===== src/design/sstq_pkg.sv =====
// Shared constants, codes and helpers for the sorted timer queue.
`timescale 1ns / 1ps
package sstq_pkg;

  localparam int TABLE_DEPTH = 16;
  localparam int MAX_RESULTS = 16;

  localparam int OP_W     = 2;
  localparam int DELAY_W  = 32;
  localparam int KEY_W    = 16;
  localparam int ID_W     = 16;
  localparam int KIND_W   = 2;
  localparam int TICK_W   = 32;
  localparam int PERIOD_W = 31;
  localparam int TPER_W   = 10;
  localparam int APB_AW   = 2;
  localparam int APB_DW   = 32;

  localparam logic [TPER_W-1:0]   TPER_RESET = 10'd10;
  localparam logic [TICK_W-1:0]   SIGN_BIT   = 32'h8000_0000;
  localparam logic [PERIOD_W-1:0] TICK_MAX   = 31'h7FFF_FFFF;

  localparam logic [OP_W-1:0] OP_TICK   = 2'd0;
  localparam logic [OP_W-1:0] OP_REG    = 2'd1;
  localparam logic [OP_W-1:0] OP_CANCEL = 2'd2;
  localparam logic [OP_W-1:0] OP_NOP    = 2'd3;

  localparam logic [KIND_W-1:0] KIND_REG    = 2'd0;
  localparam logic [KIND_W-1:0] KIND_CANCEL = 2'd1;
  localparam logic [KIND_W-1:0] KIND_FIRE   = 2'd2;

  function automatic logic not_before(input logic [TICK_W-1:0] a, input logic [TICK_W-1:0] b);
    logic [TICK_W-1:0] d;
    d = a - b;
    return (d & SIGN_BIT) == '0;
  endfunction

endpackage


===== src/design/sstq_ifs.sv =====
// Valid/ready channel interfaces for the timer queue requests and results.
`timescale 1ns / 1ps
interface sstq_req_if;
  logic                         valid;
  logic                         ready;
  logic [sstq_pkg::OP_W-1:0]    op;
  logic [sstq_pkg::DELAY_W-1:0] delay_ms;
  logic                         repeat_req;
  logic [sstq_pkg::KEY_W-1:0]   callback_key;
  logic [sstq_pkg::ID_W-1:0]    cancel_id;
  modport source (output valid, op, delay_ms, repeat_req, callback_key, cancel_id,
                  input ready);
  modport sink (input valid, op, delay_ms, repeat_req, callback_key, cancel_id,
                output ready);
endinterface

interface sstq_rsp_if;
  logic                        valid;
  logic                        ready;
  logic [sstq_pkg::KIND_W-1:0] kind;
  logic [sstq_pkg::ID_W-1:0]   timer_id;
  logic                        found;
  logic [sstq_pkg::KEY_W-1:0]  fired_key;
  logic                        last;
  modport source (output valid, kind, timer_id, found, fired_key, last, input ready);
  modport sink (input valid, kind, timer_id, found, fired_key, last, output ready);
endinterface


===== src/design/sorted_software_timer_queue_core.sv =====
// Sorted timer queue core: a sequencer over a due-ordered timer table.
// One transaction is handled at a time; req.ready is low while it is at work. A register
// does a bit-serial division of the delay by tick_period_ms, forms the due tick, scans the
// table slots to find its place, then checks every slot for each id candidate tried. A
// cancel searches the table slots for its id. A tick passes each fired timer through S_FIRE
// and S_CHECK, scans the table to re-insert a periodic one, and waits for each result to
// be taken. At most 16 timers fire per tick.
`timescale 1ns / 1ps
module sorted_software_timer_queue_core #(
  parameter int TABLE_DEPTH = sstq_pkg::TABLE_DEPTH
) (
  input  logic                          clk,
  input  logic                          rst,
  sstq_req_if.sink                      req,
  sstq_rsp_if.source                    rsp,
  input  logic                          psel,
  input  logic                          penable,
  input  logic                          pwrite,
  input  logic [sstq_pkg::APB_AW-1:0]   paddr,
  input  logic [sstq_pkg::APB_DW-1:0]   pwdata,
  output logic [sstq_pkg::APB_DW-1:0]   prdata,
  output logic                          pready
);

  localparam int IDX_W = (TABLE_DEPTH > 1) ? $clog2(TABLE_DEPTH) : 1;
  localparam int CNT_W = $clog2(sstq_pkg::MAX_RESULTS + 1);
  localparam logic [IDX_W-1:0] IDX_LAST = IDX_W'(TABLE_DEPTH - 1);

  typedef enum logic [9:0] {
    S_IDLE   = 10'b00_0000_0001,
    S_DIV    = 10'b00_0000_0010,
    S_DUE    = 10'b00_0000_0100,
    S_POS    = 10'b00_0000_1000,
    S_UNIQ   = 10'b00_0001_0000,
    S_CANCEL = 10'b00_0010_0000,
    S_FIRE   = 10'b00_0100_0000,
    S_REINS  = 10'b00_1000_0000,
    S_CHECK  = 10'b01_0000_0000,
    S_WAIT   = 10'b10_0000_0000
  } state_t;

  state_t state;

  logic [sstq_pkg::ID_W-1:0]     ent_id     [TABLE_DEPTH];
  logic [sstq_pkg::KEY_W-1:0]    ent_key    [TABLE_DEPTH];
  logic [sstq_pkg::TICK_W-1:0]   ent_due    [TABLE_DEPTH];
  logic [sstq_pkg::PERIOD_W-1:0] ent_period [TABLE_DEPTH];

  logic [sstq_pkg::TPER_W-1:0]   tick_period;
  logic [sstq_pkg::TICK_W-1:0]   tick_count;

  logic [IDX_W-1:0]              idx;
  logic [4:0]                    bit_cnt;
  logic [sstq_pkg::DELAY_W-1:0]  quo;
  logic [sstq_pkg::TPER_W-1:0]   rem;
  logic [sstq_pkg::TPER_W-1:0]   divisor;
  logic [sstq_pkg::PERIOD_W-1:0] ticks;
  logic [sstq_pkg::TICK_W-1:0]   new_due;
  logic [sstq_pkg::ID_W-1:0]     cand;
  logic [sstq_pkg::KEY_W-1:0]    new_key;
  logic                          new_rep;
  logic [sstq_pkg::PERIOD_W-1:0] new_per;
  logic [sstq_pkg::ID_W-1:0]     cancel_id;
  logic [CNT_W-1:0]              fire_cnt;
  logic                          have_cur;

  logic                          o_valid;
  logic [sstq_pkg::KIND_W-1:0]   o_kind;
  logic [sstq_pkg::ID_W-1:0]     o_id;
  logic                          o_found;
  logic [sstq_pkg::KEY_W-1:0]    o_key;
  logic                          o_last;

  logic                          in_acc;
  logic                          out_acc;
  logic [sstq_pkg::TPER_W:0]     rem_sh;
  logic [sstq_pkg::TPER_W:0]     div_ext;
  logic [sstq_pkg::PERIOD_W-1:0] ticks_c;
  logic [sstq_pkg::ID_W-1:0]     cand_inc;
  logic                          cont;

  assign req.ready     = (state == S_IDLE) && !o_valid;
  assign in_acc        = req.valid && req.ready;
  assign out_acc       = o_valid && rsp.ready;
  assign rsp.valid     = o_valid;
  assign rsp.kind      = o_kind;
  assign rsp.timer_id  = o_id;
  assign rsp.found     = o_found;
  assign rsp.fired_key = o_key;
  assign rsp.last      = o_last;

  assign pready = 1'b1;
  assign prdata = {{(sstq_pkg::APB_DW - sstq_pkg::TPER_W){1'b0}}, tick_period};

  always_comb begin
    div_ext = {1'b0, divisor};
    rem_sh  = {rem, quo[sstq_pkg::DELAY_W-1]};
    if (quo[sstq_pkg::DELAY_W-1]) begin
      ticks_c = sstq_pkg::TICK_MAX;
    end else if (quo == '0) begin
      ticks_c = sstq_pkg::PERIOD_W'(1);
    end else begin
      ticks_c = quo[sstq_pkg::PERIOD_W-1:0];
    end
    cand_inc = cand + sstq_pkg::ID_W'(1);
    if (cand_inc == '0) begin
      cand_inc = sstq_pkg::ID_W'(1);
    end
    cont = (fire_cnt != CNT_W'(sstq_pkg::MAX_RESULTS)) && (ent_id[0] != '0) &&
           sstq_pkg::not_before(tick_count, ent_due[0]);
  end

  always_ff @(posedge clk) begin
    if (rst) begin
      tick_period <= sstq_pkg::TPER_RESET;
    end else if (psel && penable && pwrite && pready && paddr == '0) begin
      tick_period <= pwdata[sstq_pkg::TPER_W-1:0];
    end
  end

  always_ff @(posedge clk) begin
    if (rst) begin
      state      <= S_IDLE;
      o_valid    <= 1'b0;
      tick_count <= '0;
      have_cur   <= 1'b0;
      fire_cnt   <= '0;
      for (int k = 0; k < TABLE_DEPTH; k++) begin
        ent_id[k] <= '0;
      end
    end else begin
      if (out_acc) begin
        o_valid <= 1'b0;
      end
      case (state)
        S_IDLE: begin
          if (in_acc) begin
            case (req.op)
              sstq_pkg::OP_TICK: begin
                tick_count <= tick_count + sstq_pkg::TICK_W'(1);
                fire_cnt   <= '0;
                have_cur   <= 1'b0;
                state      <= S_CHECK;
              end
              sstq_pkg::OP_REG: begin
                if (ent_id[TABLE_DEPTH-1] != '0) begin
                  o_valid <= 1'b1;
                  o_kind  <= sstq_pkg::KIND_REG;
                  o_id    <= '0;
                  o_found <= 1'b0;
                  o_key   <= '0;
                  o_last  <= 1'b1;
                end else begin
                  quo     <= req.delay_ms;
                  rem     <= '0;
                  divisor <= (tick_period == '0) ? sstq_pkg::TPER_W'(1) : tick_period;
                  bit_cnt <= '0;
                  new_key <= req.callback_key;
                  new_rep <= req.repeat_req;
                  state   <= S_DIV;
                end
              end
              sstq_pkg::OP_CANCEL: begin
                cancel_id <= req.cancel_id;
                idx       <= '0;
                if (req.cancel_id == '0) begin
                  o_valid <= 1'b1;
                  o_kind  <= sstq_pkg::KIND_CANCEL;
                  o_id    <= req.cancel_id;
                  o_found <= 1'b0;
                  o_key   <= '0;
                  o_last  <= 1'b1;
                end else begin
                  state <= S_CANCEL;
                end
              end
              default: begin
              end
            endcase
          end
        end
        S_DIV: begin
          if (rem_sh >= div_ext) begin
            rem <= sstq_pkg::TPER_W'(rem_sh - div_ext);
            quo <= {quo[sstq_pkg::DELAY_W-2:0], 1'b1};
          end else begin
            rem <= rem_sh[sstq_pkg::TPER_W-1:0];
            quo <= {quo[sstq_pkg::DELAY_W-2:0], 1'b0};
          end
          bit_cnt <= bit_cnt + 5'd1;
          if (bit_cnt == 5'd31) begin
            state <= S_DUE;
          end
        end
        S_DUE: begin
          ticks   <= ticks_c;
          new_due <= tick_count + {1'b0, ticks_c};
          cand    <= sstq_pkg::ID_W'(1);
          idx     <= '0;
          state   <= S_POS;
        end
        S_POS: begin
          if (idx != IDX_LAST && ent_id[idx] != '0 &&
              sstq_pkg::not_before(new_due, ent_due[idx])) begin
            cand <= ent_id[idx];
            idx  <= idx + IDX_W'(1);
          end else begin
            new_per <= new_rep ? ticks : '0;
            bit_cnt <= '0;
            state   <= S_UNIQ;
            // hold insert position in idx; scan ids with bit_cnt-free slot counter below
            cancel_id <= '0;
          end
        end
        S_UNIQ: begin
          // cancel_id serves as the slot counter during the id search
          if (ent_id[cancel_id[IDX_W-1:0]] == cand) begin
            cand      <= cand_inc;
            cancel_id <= '0;
          end else if (cancel_id[IDX_W-1:0] == IDX_LAST) begin
            for (int k = 1; k < TABLE_DEPTH; k++) begin
              if (IDX_W'(k) > idx) begin
                ent_id[k]     <= ent_id[k-1];
                ent_key[k]    <= ent_key[k-1];
                ent_due[k]    <= ent_due[k-1];
                ent_period[k] <= ent_period[k-1];
              end
            end
            ent_id[idx]     <= cand;
            ent_key[idx]    <= new_key;
            ent_due[idx]    <= new_due;
            ent_period[idx] <= new_per;
            o_valid <= 1'b1;
            o_kind  <= sstq_pkg::KIND_REG;
            o_id    <= cand;
            o_found <= 1'b0;
            o_key   <= '0;
            o_last  <= 1'b1;
            state   <= S_IDLE;
          end else begin
            cancel_id <= cancel_id + sstq_pkg::ID_W'(1);
          end
        end
        S_CANCEL: begin
          if (ent_id[idx] == cancel_id) begin
            for (int k = 0; k < TABLE_DEPTH - 1; k++) begin
              if (IDX_W'(k) >= idx) begin
                ent_id[k]     <= ent_id[k+1];
                ent_key[k]    <= ent_key[k+1];
                ent_due[k]    <= ent_due[k+1];
                ent_period[k] <= ent_period[k+1];
              end
            end
            ent_id[TABLE_DEPTH-1] <= '0;
            o_valid <= 1'b1;
            o_kind  <= sstq_pkg::KIND_CANCEL;
            o_id    <= cancel_id;
            o_found <= 1'b1;
            o_key   <= '0;
            o_last  <= 1'b1;
            state   <= S_IDLE;
          end else if (idx == IDX_LAST) begin
            o_valid <= 1'b1;
            o_kind  <= sstq_pkg::KIND_CANCEL;
            o_id    <= cancel_id;
            o_found <= 1'b0;
            o_key   <= '0;
            o_last  <= 1'b1;
            state   <= S_IDLE;
          end else begin
            idx <= idx + IDX_W'(1);
          end
        end
        S_FIRE: begin
          cand     <= ent_id[0];
          new_key  <= ent_key[0];
          new_per  <= ent_period[0];
          new_due  <= ent_due[0] + {1'b0, ent_period[0]};
          fire_cnt <= fire_cnt + CNT_W'(1);
          have_cur <= 1'b1;
          for (int k = 0; k < TABLE_DEPTH - 1; k++) begin
            ent_id[k]     <= ent_id[k+1];
            ent_key[k]    <= ent_key[k+1];
            ent_due[k]    <= ent_due[k+1];
            ent_period[k] <= ent_period[k+1];
          end
          ent_id[TABLE_DEPTH-1] <= '0;
          idx   <= '0;
          state <= (ent_period[0] != '0) ? S_REINS : S_CHECK;
        end
        S_REINS: begin
          if (idx != IDX_LAST && ent_id[idx] != '0 &&
              !sstq_pkg::not_before(ent_due[idx], new_due)) begin
            idx <= idx + IDX_W'(1);
          end else begin
            for (int k = 1; k < TABLE_DEPTH; k++) begin
              if (IDX_W'(k) > idx) begin
                ent_id[k]     <= ent_id[k-1];
                ent_key[k]    <= ent_key[k-1];
                ent_due[k]    <= ent_due[k-1];
                ent_period[k] <= ent_period[k-1];
              end
            end
            ent_id[idx]     <= cand;
            ent_key[idx]    <= new_key;
            ent_due[idx]    <= new_due;
            ent_period[idx] <= new_per;
            state <= S_CHECK;
          end
        end
        S_CHECK: begin
          if (have_cur) begin
            o_valid  <= 1'b1;
            o_kind   <= sstq_pkg::KIND_FIRE;
            o_id     <= cand;
            o_found  <= 1'b0;
            o_key    <= new_key;
            o_last   <= !cont;
            have_cur <= 1'b0;
            state    <= cont ? S_WAIT : S_IDLE;
          end else begin
            state <= cont ? S_FIRE : S_IDLE;
          end
        end
        S_WAIT: begin
          if (!o_valid) begin
            state <= S_FIRE;
          end
        end
        default: begin
          state <= S_IDLE;
        end
      endcase
    end
  end

endmodule

===== src/flat_wrapper.sv =====
// flat-port wrapper written by rule: the top's interface ports become plain ports
module sorted_software_timer_queue_core_flat 
#(
  parameter int TABLE_DEPTH = sstq_pkg::TABLE_DEPTH
)
  (clk, rst, psel, penable, pwrite, paddr, pwdata, prdata, pready, req_valid, req_op, req_delay_ms, req_repeat_req, req_callback_key, req_cancel_id, req_ready, rsp_valid, rsp_kind, rsp_timer_id, rsp_found, rsp_fired_key, rsp_last, rsp_ready);
  sstq_req_if req_i ();
  sstq_rsp_if rsp_i ();
  input  logic clk;
  input  logic rst;
  input  logic psel;
  input  logic penable;
  input  logic pwrite;
  input  logic [sstq_pkg::APB_AW-1:0] paddr;
  input  logic [sstq_pkg::APB_DW-1:0] pwdata;
  output logic [sstq_pkg::APB_DW-1:0] prdata;
  output logic pready;
  input wire logic [$bits(req_i.valid)-1:0] req_valid;
  input wire logic [$bits(req_i.op)-1:0] req_op;
  input wire logic [$bits(req_i.delay_ms)-1:0] req_delay_ms;
  input wire logic [$bits(req_i.repeat_req)-1:0] req_repeat_req;
  input wire logic [$bits(req_i.callback_key)-1:0] req_callback_key;
  input wire logic [$bits(req_i.cancel_id)-1:0] req_cancel_id;
  output wire logic [$bits(req_i.ready)-1:0] req_ready;
  output wire logic [$bits(rsp_i.valid)-1:0] rsp_valid;
  output wire logic [$bits(rsp_i.kind)-1:0] rsp_kind;
  output wire logic [$bits(rsp_i.timer_id)-1:0] rsp_timer_id;
  output wire logic [$bits(rsp_i.found)-1:0] rsp_found;
  output wire logic [$bits(rsp_i.fired_key)-1:0] rsp_fired_key;
  output wire logic [$bits(rsp_i.last)-1:0] rsp_last;
  input wire logic [$bits(rsp_i.ready)-1:0] rsp_ready;
  assign req_i.valid = req_valid;
  assign req_i.op = req_op;
  assign req_i.delay_ms = req_delay_ms;
  assign req_i.repeat_req = req_repeat_req;
  assign req_i.callback_key = req_callback_key;
  assign req_i.cancel_id = req_cancel_id;
  assign req_ready = req_i.ready;
  assign rsp_valid = rsp_i.valid;
  assign rsp_kind = rsp_i.kind;
  assign rsp_timer_id = rsp_i.timer_id;
  assign rsp_found = rsp_i.found;
  assign rsp_fired_key = rsp_i.fired_key;
  assign rsp_last = rsp_i.last;
  assign rsp_i.ready = rsp_ready;
  sorted_software_timer_queue_core #(.TABLE_DEPTH(TABLE_DEPTH)) u_core (.clk(clk), .rst(rst), .req(req_i), .rsp(rsp_i), .psel(psel), .penable(penable), .pwrite(pwrite), .paddr(paddr), .pwdata(pwdata), .prdata(prdata), .pready(pready));
endmodule

===== config.mk =====
export PLATFORM = sky130hd
export DESIGN_NAME = sorted_software_timer_queue_core_flat
export DESIGN_NICKNAME = d
export VERILOG_FILES = /design/src/design/sstq_pkg.sv /design/src/design/sstq_ifs.sv /design/src/design/sorted_software_timer_queue_core.sv /design/src/flat_wrapper.sv
export SDC_FILE = /design/constraint.sdc
export NUM_CORES = 2
export LEC_CHECK = 0
export BUFFER_PORTS_ARGS = -buffer_cell sky130_fd_sc_hd__buf_2
export CORE_MARGIN = 1
export CORE_UTILIZATION = 45
export DETAILED_ROUTE_END_ITERATION = 16
export PLACE_DENSITY = 0.62
export SYNTH_ARGS = -nofsm -noshare
export SYNTH_HDL_FRONTEND = slang
export SYNTH_SLANG_ARGS = --single-unit

===== constraint.sdc =====
create_clock -name clk -period 15.1 [get_ports clk]
set_input_delay 3.02 -clock clk [delete_from_list [all_inputs] [get_ports clk]]
set_output_delay 3.02 -clock clk [all_outputs]
set_load 0.1 [all_outputs]

==> qor.txt <==
CP Max Fanout -> 82
IO Port Bufs -> 133
Initial cell density of the core -> 45.3%
Synth area leaders -> edfxtp_1 50%, mux2i_1 12%, mux4_2 5.6%
Worst EP required -> 15.67 ns
Crit share post-route -> 66.2%
Die width -> 486 µm
Top cell type's share of synthesized area -> 50.0%
Leak -> 40.9 nW
Most common cell after layout, fill and taps aside -> edfxtp_1
Final Setup Violations -> 0
Max-cap viol count -> 0
Post-DR wirelength/cell -> 30.4 µm
Clk_lat worst skew -> 0.89 ns
Antenna violations before repair -> 10
Largest net degree at the start of global routing -> 191
Peak VDD IR -> 0.0865 mV
Placed Cells -> 11900
Clock root buffer -> clkbuf_16
Hold Path Origin -> u_core.tick_period[9]$_SDFFE_PP0P_
RSZ-0062 raised after global routing -> no
Final ANT Viol Nets -> 0
Post-Syn Area -> 0.106 mm²
CP Launch Type -> flip-flop
Pins Over Slew Limit -> 0
Area leader, netlist -> edfxtp_1
Ys async rst share -> 0%
Clock Tree Buf Depth -> 3
GRT Residual Overflow -> 0
Initial DRC count -> 10600
Post-CTS Setup Bufs -> 0
Chain of cells forming the critical path -> buf_4 > mux4_2 > mux4_2 > ha_1 > and3_1 > and4_1 > o311ai_0 > buf_4 > nand4_1 > nor3_1 > xnor2_1 > a21oi_4 > o21ai_4 > inv_6 > and3_4 > buf_4 > buf_4 > o21ai_0
Hold Crit Endpoint -> u_core.divisor[9]$_SDFFCE_PN0P_
Cts repair resizes -> 0
Status -> complete, no violations
Full die area -> 0.237 mm²
Post-synth EDFFs -> 1760
Most common cell on crit path -> buf_4
Sink Count -> 1827
Core area -> 0.233 mm²
Final #Nets -> 9262
R2r endpoint -> u_core.ent_period[11][20]$_DFFE_PP_
GPL Wtd Cong -> 0.999
Drt pass-1 iters -> 8
Setup slack, reg-to-reg -> 5.10 ns
I/O Pins -> 179
Worst R2R Path Depth -> 18
Sequential share of the synthesized area -> 51.3%
Avg Inst Size Synth -> 11.4 µm²
Number of global-route vias before repair -> 76300
Clock slew at reported path FFs -> 0.06 ns
FMAX -> 100 MHz
CTS buffer count -> 204
Final hold vios -> 0
Most frequent cells in the layout -> 1760 x edfxtp_1, 1473 x nand2_1, 1275 x mux2i_1
Final wirelength -> 373000 µm
Filler cells -> 20700
Slew @ Worst Pin -> 1.39 ns
Crit Path Category -> flip-flop to flip-flop
Post-synthesis cell type count -> 101
Slew margin rel. -> 6.61%
Hpwl dp -> 225000 µm
Critical path arrival -> 10.57 ns
YS warnings -> 0
Ys flop type -> edfxtp_1
Crit path max-delay cell type -> dfxtp_4
Drt drc -> 0
CP max stage delay -> 0.93 ns
Clk_skew -> 0.0590 ns
Cell depth of the worst min-delay path -> 0
Hold Buf Count CTS -> 0
Area Growth Syn to Fin -> 8.82%
Gr usage total -> 30.8%
Global-route wire length before repair -> 537000 µm
Setup TNS -> 0 ns
# rows -> 177
PwrDens -> 102 mW/mm²
H-tree levels -> 4
CTS tree -> built
Final Critical Period -> 10.0 ns
Mapped Cells -> 9266
Vias -> 78700
Layout cell share with drive strength beyond 1 -> 13.2%
Vias/cell -> 6.41
Die Y -> 486 µm
CP endpoint kind -> flip-flop
Synthesized flop and latch total -> 1827
Final Non-Filler Cells -> 12300
Hold Crit Class -> flip-flop to flip-flop
==> worst max path at each step <==
stage	slack [ns]	from	to
after global routing	4.74	flip-flop	u_core.ent_period[11][17]$_DFFE_PP_
after floorplan	3.06	flip-flop	u_core.ent_due[13][0]$_DFFE_PP_
after CTS	5.21	flip-flop	u_core.ent_period[11][11]$_DFFE_PP_
final	5.10	flip-flop	u_core.ent_period[11][20]$_DFFE_PP_
after detailed placement	5.22	flip-flop	u_core.ent_period[11][6]$_DFFE_PP_
after global placement	5.26	flip-flop	u_core.ent_period[11][11]$_DFFE_PP_
==> final cells by class <==
class	instances	area (µm²)	share of cell area (%)
flip-flops and latches	1827	54200	47.2
multi-input cells	6471	47700	41.5
clock buffers	277	5510	4.80
well taps	3132	3920	3.41
repair buffers	303	2110	1.83
clock inverters	91	893	0.777
inverters	166	629	0.548
diodes	5	12.5	0.0109
==> layer usage <==
metal  global-route usage, %  vias to the layer above  part of all wire [%]
met1                    40.8                    39000                    39
met2                    47.7                     4778                    45
met5                       0                        -                 0.020
li1                        -                    34000                     -
met3                    6.58                      937                    10
met4                    15.6                       12                   5.6
==> worst max-delay path, delay by kind of cell, from the launching register on <==
kind / cells / cell delay [ns]
buffers and inverters: 5 / 3.38
and+or+nand+nor: 5 / 1.87
DFF: 1 / 0.93
xor gates and xnor gates: 1 / 0.24
muxes: 2 / 1.11
adders and majority gates: 1 / 0.36
AOI/OAI and AO/OA: 4 / 1.54
==> flip-flops by register name (all words and copies together) (netlist names), 31 cells and up, named ones only <==
signal,cells
u_core.ent_due,512
u_core.ent_key,256
u_core.new_due,32
u_core.new_per,31
u_core.ent_id,256
u_core.tick_count,32
u_core.ent_period,496
u_core.quo,32
u_core.ticks,31
==> report_power, final <==
group	total (mW)	internal [mW]	switching (mW)
sequential	5.68	5.57	0.107
clock	4.91	2.73	2.18
combinational	1.14	0.410	0.733
total	11.7	8.71	3.02
==> stage by stage <==
step | total power [mW] | instance area, µm² | hold slack [ns] | utilization (%) | setup WS [ns]
3_5_place_dp | 6.89 | 109000 | 0.493 | 46.6 | 5.22
3_3_place_gp | 6.88 | 109000 | 0.488 | 46.6 | 5.26
4_1_cts | 11.7 | 115000 | 0.511 | 49.3 | 5.21
6_report | 11.7 | 115000 | 0.506 | 49.3 | 5.10
5_1_grt | 12.0 | 115000 | 0.528 | 49.3 | 4.74
2_1_floorplan | 6.55 | 106000 | 0.471 | - | 3.06
==> logic make-up (layout without fill, tap and decap cells) <==
kind of cell | Yosys count | in the layout | share of synthesized area, %
AND/OR/NAND/NOR | 2330 | 2330 | 9.41
XOR/XNOR | 170 | 170 | 1.41
AO/OA/AOI/OAI | 2000 | 2000 | 11.4
multiplexers | 1767 | 1767 | 20.1
buffers and inverters | 989 | 837 | 4.12
adder cells (fa/ha/maj) | 181 | 181 | 2.17
flip-flops | 1827 | 1827 | 51.3
other | 2 | 28 | 0.00711
==> synthesized netlist by cell type (17+ instances only) <==
library cell and n:
a211oi_1 25, a21o_1 64, a21oi_1 287, a221o_1 53, a22o_1 49, a22oi_1 126, and2_1 29, and3_1 34
buf_1 52, buf_2 250, buf_4 68, clkbuf_1 442, dfxtp_1 67, edfxtp_1 1760, ha_1 178, inv_1 158
mux2_2 228, mux2i_1 1275, mux4_2 263, nand2_1 1474, nand2b_1 28, nand3_1 96, nand4_1 40, nor2_1 369
nor2b_1 29, nor3_1 49, nor4_1 58, o211ai_1 18, o21a_1 22, o21ai_0 1021, o21ai_1 43, o22ai_1 17
o2bb2ai_1 28, o31ai_1 121, or2_2 42, or3_1 24, xnor2_1 98, xor2_1 72
Note: power is estimated with default switching activity, not from simulation.
